[config.mk]
export PLATFORM = sky130hd
export DESIGN_NAME = sgm_ctrl
export DESIGN_NICKNAME = d
export VERILOG_FILES = /design/src/rtl/core/sgm_pkg.sv /design/src/rtl/core/sgm_ctrl.sv
export SDC_FILE = /design/constraint.sdc
export NUM_CORES = 1
export LEC_CHECK = 0
export ABC_AREA = 1
export BUFFER_PORTS_ARGS = -buffer_cell sky130_fd_sc_hd__buf_4
export CAP_MARGIN = 30
export CORE_AREA = 5 5 42 44
export DETAILED_ROUTE_END_ITERATION = 7
export DIE_AREA = 0 0 47 49
export HOLD_SLACK_MARGIN = 0.03
export PLACE_DENSITY = 0.68
export SLEW_MARGIN = 25
export SYNTH_ARGS = -nofsm -noshare
export SYNTH_HDL_FRONTEND = slang
export SYNTH_SLANG_ARGS = --single-unit
[constraint.sdc]
create_clock -name clk_i -period 1.39 [get_ports clk_i]
set_input_delay 0.0695 -clock clk_i [delete_from_list [all_inputs] [get_ports clk_i]]
set_output_delay 0.0695 -clock clk_i [all_outputs]
set_load 0.02 [all_outputs]
[src/rtl/core/sgm_pkg.sv]
// Shared types and constants for the Sobel gradient magnitude block.
package sgm_pkg;

  localparam int MaxWidthDef  = 1024;
  localparam int MaxHeightDef = 1024;

  localparam int PixW     = 8;
  localparam int CfgIdxW  = 2;
  localparam int CfgDataW = 11;

  localparam logic [CfgDataW-1:0] FrameWidthRst  = 11'd1024;
  localparam logic [CfgDataW-1:0] FrameHeightRst = 11'd1024;

  // Integer square root: one result bit per step, MSB first.
  localparam int RootSteps = 8;
  localparam int RootIdxW  = 3;

  typedef enum logic [CfgIdxW-1:0] {
    CFG_FRAME_WIDTH  = 2'd0,
    CFG_FRAME_HEIGHT = 2'd1
  } cfg_idx_e;

  typedef enum logic [2:0] {
    ST_IDLE,
    ST_UPDATE,
    ST_GRAD,
    ST_SQUARE,
    ST_ROOT,
    ST_PUSH
  } state_e;

  typedef struct packed {
    logic                cfg_write;
    logic                accept;
    logic                update;
    logic                grad;
    logic                square;
    logic                root_step;
    logic [RootIdxW-1:0] root_idx;
    logic                push;
  } cmd_t;

  typedef struct packed {
    logic skip;
    logic emit;
    logic out_free;
  } status_t;

endpackage

[src/rtl/core/sgm_ctrl.sv]
// Sequencing state machine for the Sobel gradient magnitude block.
module sgm_ctrl (
  input  logic             clk_i,
  input  logic             rst_ni,
  input  logic             in_valid_i,
  input  logic             cfg_valid_i,
  input  sgm_pkg::status_t status_i,
  output sgm_pkg::cmd_t    cmd_o,
  output logic             in_stall_o,
  output logic             cfg_ready_o
);
  import sgm_pkg::*;

  state_e              state_q, state_d;
  logic [RootIdxW-1:0] cnt_q, cnt_d;

  always_ff @(posedge clk_i or negedge rst_ni) begin
    if (!rst_ni) begin
      state_q <= ST_IDLE;
      cnt_q   <= '0;
    end else begin
      state_q <= state_d;
      cnt_q   <= cnt_d;
    end
  end

  // next state
  always_comb begin
    state_d = state_q;
    cnt_d   = cnt_q;
    unique case (state_q)
      ST_IDLE: begin
        if (in_valid_i && !cfg_valid_i && !status_i.skip) state_d = ST_UPDATE;
      end
      ST_UPDATE: begin
        state_d = status_i.emit ? ST_GRAD : ST_IDLE;
      end
      ST_GRAD: begin
        state_d = ST_SQUARE;
      end
      ST_SQUARE: begin
        state_d = ST_ROOT;
        cnt_d   = RootIdxW'(RootSteps - 1);
      end
      ST_ROOT: begin
        if (cnt_q == '0) state_d = ST_PUSH;
        else cnt_d = cnt_q - 1'b1;
      end
      ST_PUSH: begin
        if (status_i.out_free) state_d = ST_IDLE;
      end
      default: state_d = ST_IDLE;
    endcase
  end

  // outputs
  always_comb begin
    cmd_o       = '0;
    in_stall_o  = 1'b1;
    cfg_ready_o = 1'b0;
    unique case (state_q)
      ST_IDLE: begin
        // a register write goes first; the item is held off while it is taken
        in_stall_o      = cfg_valid_i;
        cfg_ready_o     = 1'b1;
        cmd_o.accept    = in_valid_i && !cfg_valid_i;
        cmd_o.cfg_write = cfg_valid_i;
      end
      ST_UPDATE: cmd_o.update = 1'b1;
      ST_GRAD:   cmd_o.grad   = 1'b1;
      ST_SQUARE: cmd_o.square = 1'b1;
      ST_ROOT: begin
        cmd_o.root_step = 1'b1;
        cmd_o.root_idx  = cnt_q;
      end
      ST_PUSH:   cmd_o.push   = status_i.out_free;
      default:   cmd_o        = '0;
    endcase
  end

endmodule

# == Yosys cells after proc, flatten, opt, wreduce, memory -nomap -nowiden ==
# Index checks and enable logic that the tools add are counted.
# classes
mux,15
reduce_logical,9
n_addsub,1
eq_ne,9
# op_table
op,n
$pmux 3 s6,1
$mux 3,4
$ne 2x2->1 const B,4
$eq 3x2->1 const B,2
$eq 3x3->1 const B,2
$logic_not 3->1,2
$mux 1,6
$pmux 3 s2,1
$mux 2,2
$mux 4,1
$eq 3x1->1 const B,1
$reduce_and 3->1,1
$sub 3x1->3 const B,1
$logic_and 1x1->1,2
$logic_not 1->1,2
$reduce_and 2->1,1
$reduce_bool 2->1,1
# word_totals
wordCells,36
regBits,6

# == Longest topological paths before layout ==
# Gate-level depths: netlist of the first run.
# logic_depth
ltp_word,5
ltp_mapped,7

# == Worst setup path before layout of the first run ==
# No wires, ideal clock.
# synth_path
path_kind,flip-flop to output port
from,register state_q[1]
to,output cmd_o[8] in the netlist's numbering
path_slack_ns,0.020
n_path_buf,0
arrival_ns,1.300
required_time_ns,1.321
stages_incl_launch_ff,6
path_cell_list,dfrtp_1 > inv_1 > nand2_2 > nor2_4 > nand2_1 > nor2_1
# synth_lines
item,line,text
"start, declared",sgm_ctrl.sv:14,"state_e state_q, state_d;"
"start signal, assigned",sgm_ctrl.sv:22,state_q <= state_d;
"end, declared",sgm_ctrl.sv:8,"output sgm_pkg::cmd_t cmd_o,"

==> results of run 1 <==
-- layout make-up --
cell class	instances	share of cell area, %
clock buffers	3	3.48
inverters	12	7.74
multi-input cells	39	35.4
well taps	16	3.09
repair buffers	22	26.5
flip-flops and latches	6	23.8
-- logic make-up after synthesis --
family | share of synthesized area (%)
simple gates | 39.2
buf+inv | 12.4
flops | 35.4
compound gates | 7.08
fa+ha+maj | 5.90
-- metal layers --
metal | vias to the layer above | GRT usage (%) | share of wire (%)
li1 | 236 | - | -
met1 | 194 | 10.3 | 42
met2 | 12 | 13.8 | 49
met3 | 2 | 2.95 | 8.1
met4 | 0 | 6.91 | 1.0
met5 | - | 0 | 0
-- flip-flops by register name, summed over array words and instances (netlist names) --
register / flops
cnt_q: 3
state_q: 3
-- worst min-delay path by stage --
stage / end / slack, ps
after CTS: state_q[1]$_DFFE_PN0P_ / 40
after detailed placement: cnt_q[2]$_DFFE_PN0P_ / -120
after global placement: cnt_q[0]$_DFFE_PN0P_ / -120
final: state_q[1]$_DFFE_PN0P_ / 40
after global routing: state_q[1]$_DFFE_PN0P_ / 40
after floorplan: cnt_q[0]$_DFFE_PN0P_ / -230
-- worst register-to-register path: cells and delay by family (launching register included) --
kind / cells / cell delay, ps
flops: 1 / 370
simple gates: 4 / 380
compound gates: 1 / 90
fa+ha+maj: 1 / 160
buf+inv: 1 / 120
-- cell usage in the layout, fill, tap and decap left out, types with 3 or more instances in the layout --
master / Yosys / layout
nand3_1: 6 / 6
inv_1: 10 / 9
nand4_1: 3 / 3
dfrtp_1: 6 / 3
nand2_1: 11 / 10
clkbuf_4: 0 / 3
dfrtp_2: 0 / 3
buf_4: 1 / 20
nor2_1: 4 / 4
-- power breakdown --
group          switching [mW]  total (mW)  internal [mW]
clock network          0.0607       0.158         0.0975
logic                   0.507       0.876          0.369
registers              0.0975       0.362          0.265
-- stage by stage --
step                      hold WS [ps]  util (%)  cells  TNS (ps)  cell area [sq um]
after global placement            -119      41.3     92         0                579
after CTS                         37.4      43.8     96         0                613
after detailed placement          -120      41.3     92         0                579
after floorplan                   -226         -     58         0                424
after global routing              39.9      46.2     98     -9.17                647
final                             42.5      46.2     98         0                647
-- what timing repair did --
item,in CTS,in global routing
pin swaps,0,3
setup buffers,0,2
endpoints found under the hold margin,6,0
endpoints found under the setup margin,1,3
resized for setup,2,7
hold buffers,1,0
==> metrics.txt, run 1 <==
worst path required time about 1300 ps; # diodes 0; Buf/Inv on CP 2; Final period util 95.7%; num ports 19; CP Cell Sequence inv_4 -> nand2_4 -> nor2_4 -> nand2_2 -> nor2_1 -> buf_4; crit-path max cell delay 450 ps; worst-margin pin slew between 200 and 300 ps; Routed WL per cell roughly 10 um; max-slew violations 0; Reg clk slew, reported paths ~40 ps; CP Capture Type output pin; die width roughly 47 um; HP Start status_i[1]; unrepaired setup endpoints after global routing true; crit path capture cmd_o[8]; GPL Wtd Cong approximately 0.74; DP Worst Slack 185 ps; gr ovfl total 0; PortBufs 18; register area approximately 150 sq um; Max-Cap Viols 0; CP top delay family flip-flops; drt initial violations 0; ys async rst share 100%; Synth area leader dfrtp_1; remaining antenna violation count 0; Worst setup startpoint state_q[1]$_DFFE_PN0P_; first-pass GRT wire length ~1.5 mm; min-delay worst type in2reg; Setup CP Type reg2out; Synth top cells by count 11 x nand2_1, 10 x inv_1, 6 x dfrtp_1, 6 x nand3_1, 4 x nor2_1; #FFs+latches synth 6; Final HPWL DP 796 um; Leakage Power roughly 0.38 nW; Hold Violations, Final 0; H-tree levels 1; vias after detailed routing 444; Die ar. 2300 sq um; clk_lat worst skew approximately 240 ps; Longest Clk Path Bufs 2; power density over the cells between 2000 and 2500 nW/um^2; min Tclk post-route about 1300 ps; Ys Warns 0; Total GRT Usage a little under a tenth; Core ar. 1400 sq um; Setup crit start kind register; most area-consuming cells after synthesis dfrtp_1 35%, nand2_1 9.7%, inv_1 8.8%; final worst setup slack approximately 60 ps; fill count roughly 150; wirelength, routed 997 um; CTS tree built; share of cells above drive strength 1 between 40% and 50%; drt drc 0; maximum vdd drop 0.00100 V; Post-synth EDFFs 0; crit-path max FO 6; clk root buf clkbuf_4; sequential area share after synthesis between 30 and 40%; Post-Syn Nets 67; FP Rows 14; Overall Power about 1.4 mW; clock skew roughly 9.1 ps; post-synth top area share 35.4%; f_max 751 MHz; CTS Buf Count 3; fin nets 93; worst rel slew slack between 80% and 90%; layout overhead on the synthesized area 52.5%; R2R Setup Slk approximately 170 ps; initial antenna violation count 0; Syn Inst Count 58; Avg Cell Area, Syn 7.31 sq um; Netlist cell types 18; WHS Path Cells 2; die height 49 um; multi-input logic area roughly 230 sq um; most common cell in the netlist nand2_1; Post-Syn Area between 400 and 500 sq um; clk sinks 6; status complete, no violations; DRT Pass-1 Iters 1; CP max stage cell dfrtp_2; pin count of the biggest net entering global routing 8; reg2reg start cnt_q[0]$_DFFE_PN0P_; Initial Util between 30% and 40%; vias in the first global route around 380; Setup-failing EPs final 0; WP data arrival about 1300 ps; Levels on crit path 6; Worst R2R Path Depth 7; Synth Flop Type dfrtp_1; drt via density approximately 4.5; worst flop-to-flop path endpoint cnt_q[0]$_DFFE_PN0P_
(Power assumes the default switching activity.)
==> run 2, diff against run 1 <==
- PLACE_DENSITY: 0.68 -> default
- PLACE_DENSITY_LB_ADDON: default -> 0.08
==> run 2 against run 1 <==
  * Worst hold slack worse by 2.2 ps
  * Register-to-register slack better by 20 ps
  * Utilization is 2.1 points higher
  * Count of clock-buffer cells in the layout stayed put
  * Global-route usage is 0.14 points lower
==> metrics.txt, run 2 (synthesis gave the netlist of run 1 again) <==
status complete, no violations (unchanged); remaining antenna violation count 0 (unchanged); gr ovfl total 0 (unchanged); DRT Pass-1 Iters 3 (was 1); CTS tree built (unchanged); final worst setup slack 57.9 ps (was 59.1 ps); CP Capture Type output pin (unchanged); post-route cell area 677 sq um (was 647 sq um); maximum vdd drop 0.000812 V (was 0.00100 V); WP data arrival 1260 ps (about the same); Leakage Power 0.402 nW (was 0.382 nW); Hold Violations, Final 0 (unchanged); fill count 141 (was 152); commonest non-fill, non-tap cells in the layout 24 x buf_4, 10 x nand2_1, 9 x inv_1, 6 x nand3_1 (was 20 x buf_4, 10 x nand2_1, 9 x inv_1, 6 x nand3_1, 4 x nor2_1); PortBufs 18 (unchanged); FP Rows 14 (unchanged); Worst R2R Path Depth 7 (unchanged); Max-Cap Viols 0 (unchanged); Reg clk slew, reported paths 40 ps (about the same); Initial Util 30.3% (unchanged); Core ar. 1400 sq um (unchanged); die width 47 um (unchanged); min-delay worst type in2reg (unchanged); DP Worst Slack 216 ps (was 185 ps); first-pass GRT wire length 1.54 mm (was 1.55 mm); clk sinks 6 (unchanged); clock skew 9.68 ps (was 9.14 ps); Worst setup startpoint state_q[0]$_DFFE_PN0P_ (was state_q[1]$_DFFE_PN0P_); initial antenna violation count 0 (unchanged); drt initial violations 4 (was 0); reg2reg start cnt_q[1]$_DFFE_PN0P_ (was cnt_q[0]$_DFFE_PN0P_); worst rel slew slack 85.2% (was 82.9%); f_max 751 MHz (about the same); layout overhead on the synthesized area 59.6% (was 52.5%); crit-path max FO 6 (unchanged); power density over the cells 2170 nW/um^2 (was 2160 nW/um^2); fin nets 97 (was 93); GPL Wtd Cong 0.792 (was 0.736); worst path required time 1320 ps (about the same); post-place instance area 587 sq um (was 579 sq um); Final period util 95.8% (was 95.7%); clk root buf clkbuf_4 (unchanged); vias in the first global route 389 (was 384); multi-input logic area 231 sq um (was 229 sq um); Longest Clk Path Bufs 2 (unchanged); Routed WL per cell 10.2 um (about the same); drt via density 4.48 (was 4.53); biggest regs cnt_q (3), state_q (3) (unchanged); drt drc 0 (unchanged); H-tree levels 1 (unchanged); wirelength, routed 1.05 mm (was 997 um); vias after detailed routing 457 (was 444); Final HPWL DP 797 um (was 796 um); R2R Setup Slk 190 ps (was 170 ps); commonest non-fill, non-tap cell in the layout buf_4 (unchanged); max-slew violations 0 (unchanged); pin count of the biggest net entering global routing 8 (unchanged); worst flop-to-flop path endpoint cnt_q[0]$_DFFE_PN0P_ (unchanged); crit path capture cmd_o[8] (unchanged); min Tclk post-route 1330 ps (about the same); clk_lat worst skew 250 ps (was 240 ps); Total GRT Usage 9.07% (was 9.21%); CTS Buf Count 3 (unchanged); Die ar. 2300 sq um (unchanged); Setup CP Type reg2out (unchanged); worst-margin pin slew 220 ps (was 254 ps); Setup-failing EPs final 0 (unchanged); num ports 19 (unchanged); share of cells above drive strength 1 48.8% (was 45.1%); Setup crit start kind register (unchanged); register area 154 sq um (unchanged); die height 49 um (unchanged); # diodes 0 (unchanged)
-- run 2: cell count changes in the layout (fill, tap and decap cells not counted) --
cell | previous run | this run
inv_2 | 1 | 2
nor2_2 | 1 | 2
inv_4 | 2 | 1
nor2_1 | 4 | 3
buf_4 | 20 | 24
-- run 2: where the power goes --
part           switching (mW)  internal [mW]
clock network          0.0633         0.0977
registers              0.0777          0.265
logic                   0.539          0.429
total                   0.680          0.791
-- run 2: layer usage --
| metal | vias to the layer above | global-route usage [%] | wire length [um] |
|---|---|---|---|
| met4 | 0 | 4.15 | 10 |
| li1 | 246 | - | - |
| met5 | - | 0 | 0 |
| met2 | 12 | 12.4 | 499 |
| met3 | 2 | 3.32 | 82 |
| met1 | 197 | 12.3 | 453 |
-- run 2: worst min path at each step --
stage / startpoint / endpoint / slack (ps) / cells after the start
2_1_floorplan: rst_ni / cnt_q[0]$_DFFE_PN0P_ / -230 / 0
3_3_place_gp: rst_ni / state_q[1]$_DFFE_PN0P_ / -120 / 1
3_5_place_dp: rst_ni / state_q[1]$_DFFE_PN0P_ / -120 / 1
4_1_cts: status_i[1] / state_q[1]$_DFFE_PN0P_ / 40 / 2
5_1_grt: status_i[1] / state_q[1]$_DFFE_PN0P_ / 50 / 2
6_report: status_i[1] / state_q[1]$_DFFE_PN0P_ / 40 / 2
-- run 2: per-stage QoR --
step	utilization [%]	total power [mW]	std cells	setup TNS, ps	hold WS (ps)
2_1_floorplan	-	0.892	58	0	-226
3_3_place_gp	41.9	1.19	93	0	-117
3_5_place_dp	41.9	1.18	93	0	-118
4_1_cts	44.3	1.35	97	0	37.5
5_1_grt	48.3	1.59	102	-2.88	47.1
6_report	48.3	1.47	102	0	40.3
-- run 2: worst max-delay path: stages (launching register included) --
cell	delay [ps]
dfrtp_2	450
inv_4	90
nand2_4	50
nor2_4	120
nand2_2	70
nor2_2	120
buf_6	120
-- run 2: repair_timing --
item	in CTS	in global routing
hold endpoints to repair	6	0
hold buffers	1	0
endpoints found under the setup margin	1	3
buffers inserted	0	5
resized for setup	1	8
pin swaps	0	3
-- run 2: final cells by class --
type / instances / share of cell area (%)
Multi-Input combinational cell: 39 / 34.2
Timing Repair Buffer: 26 / 29.8
Sequential cell: 6 / 22.7
Inverter: 12 / 7.02
Clock buffer: 3 / 3.33
Tap cell: 16 / 2.96
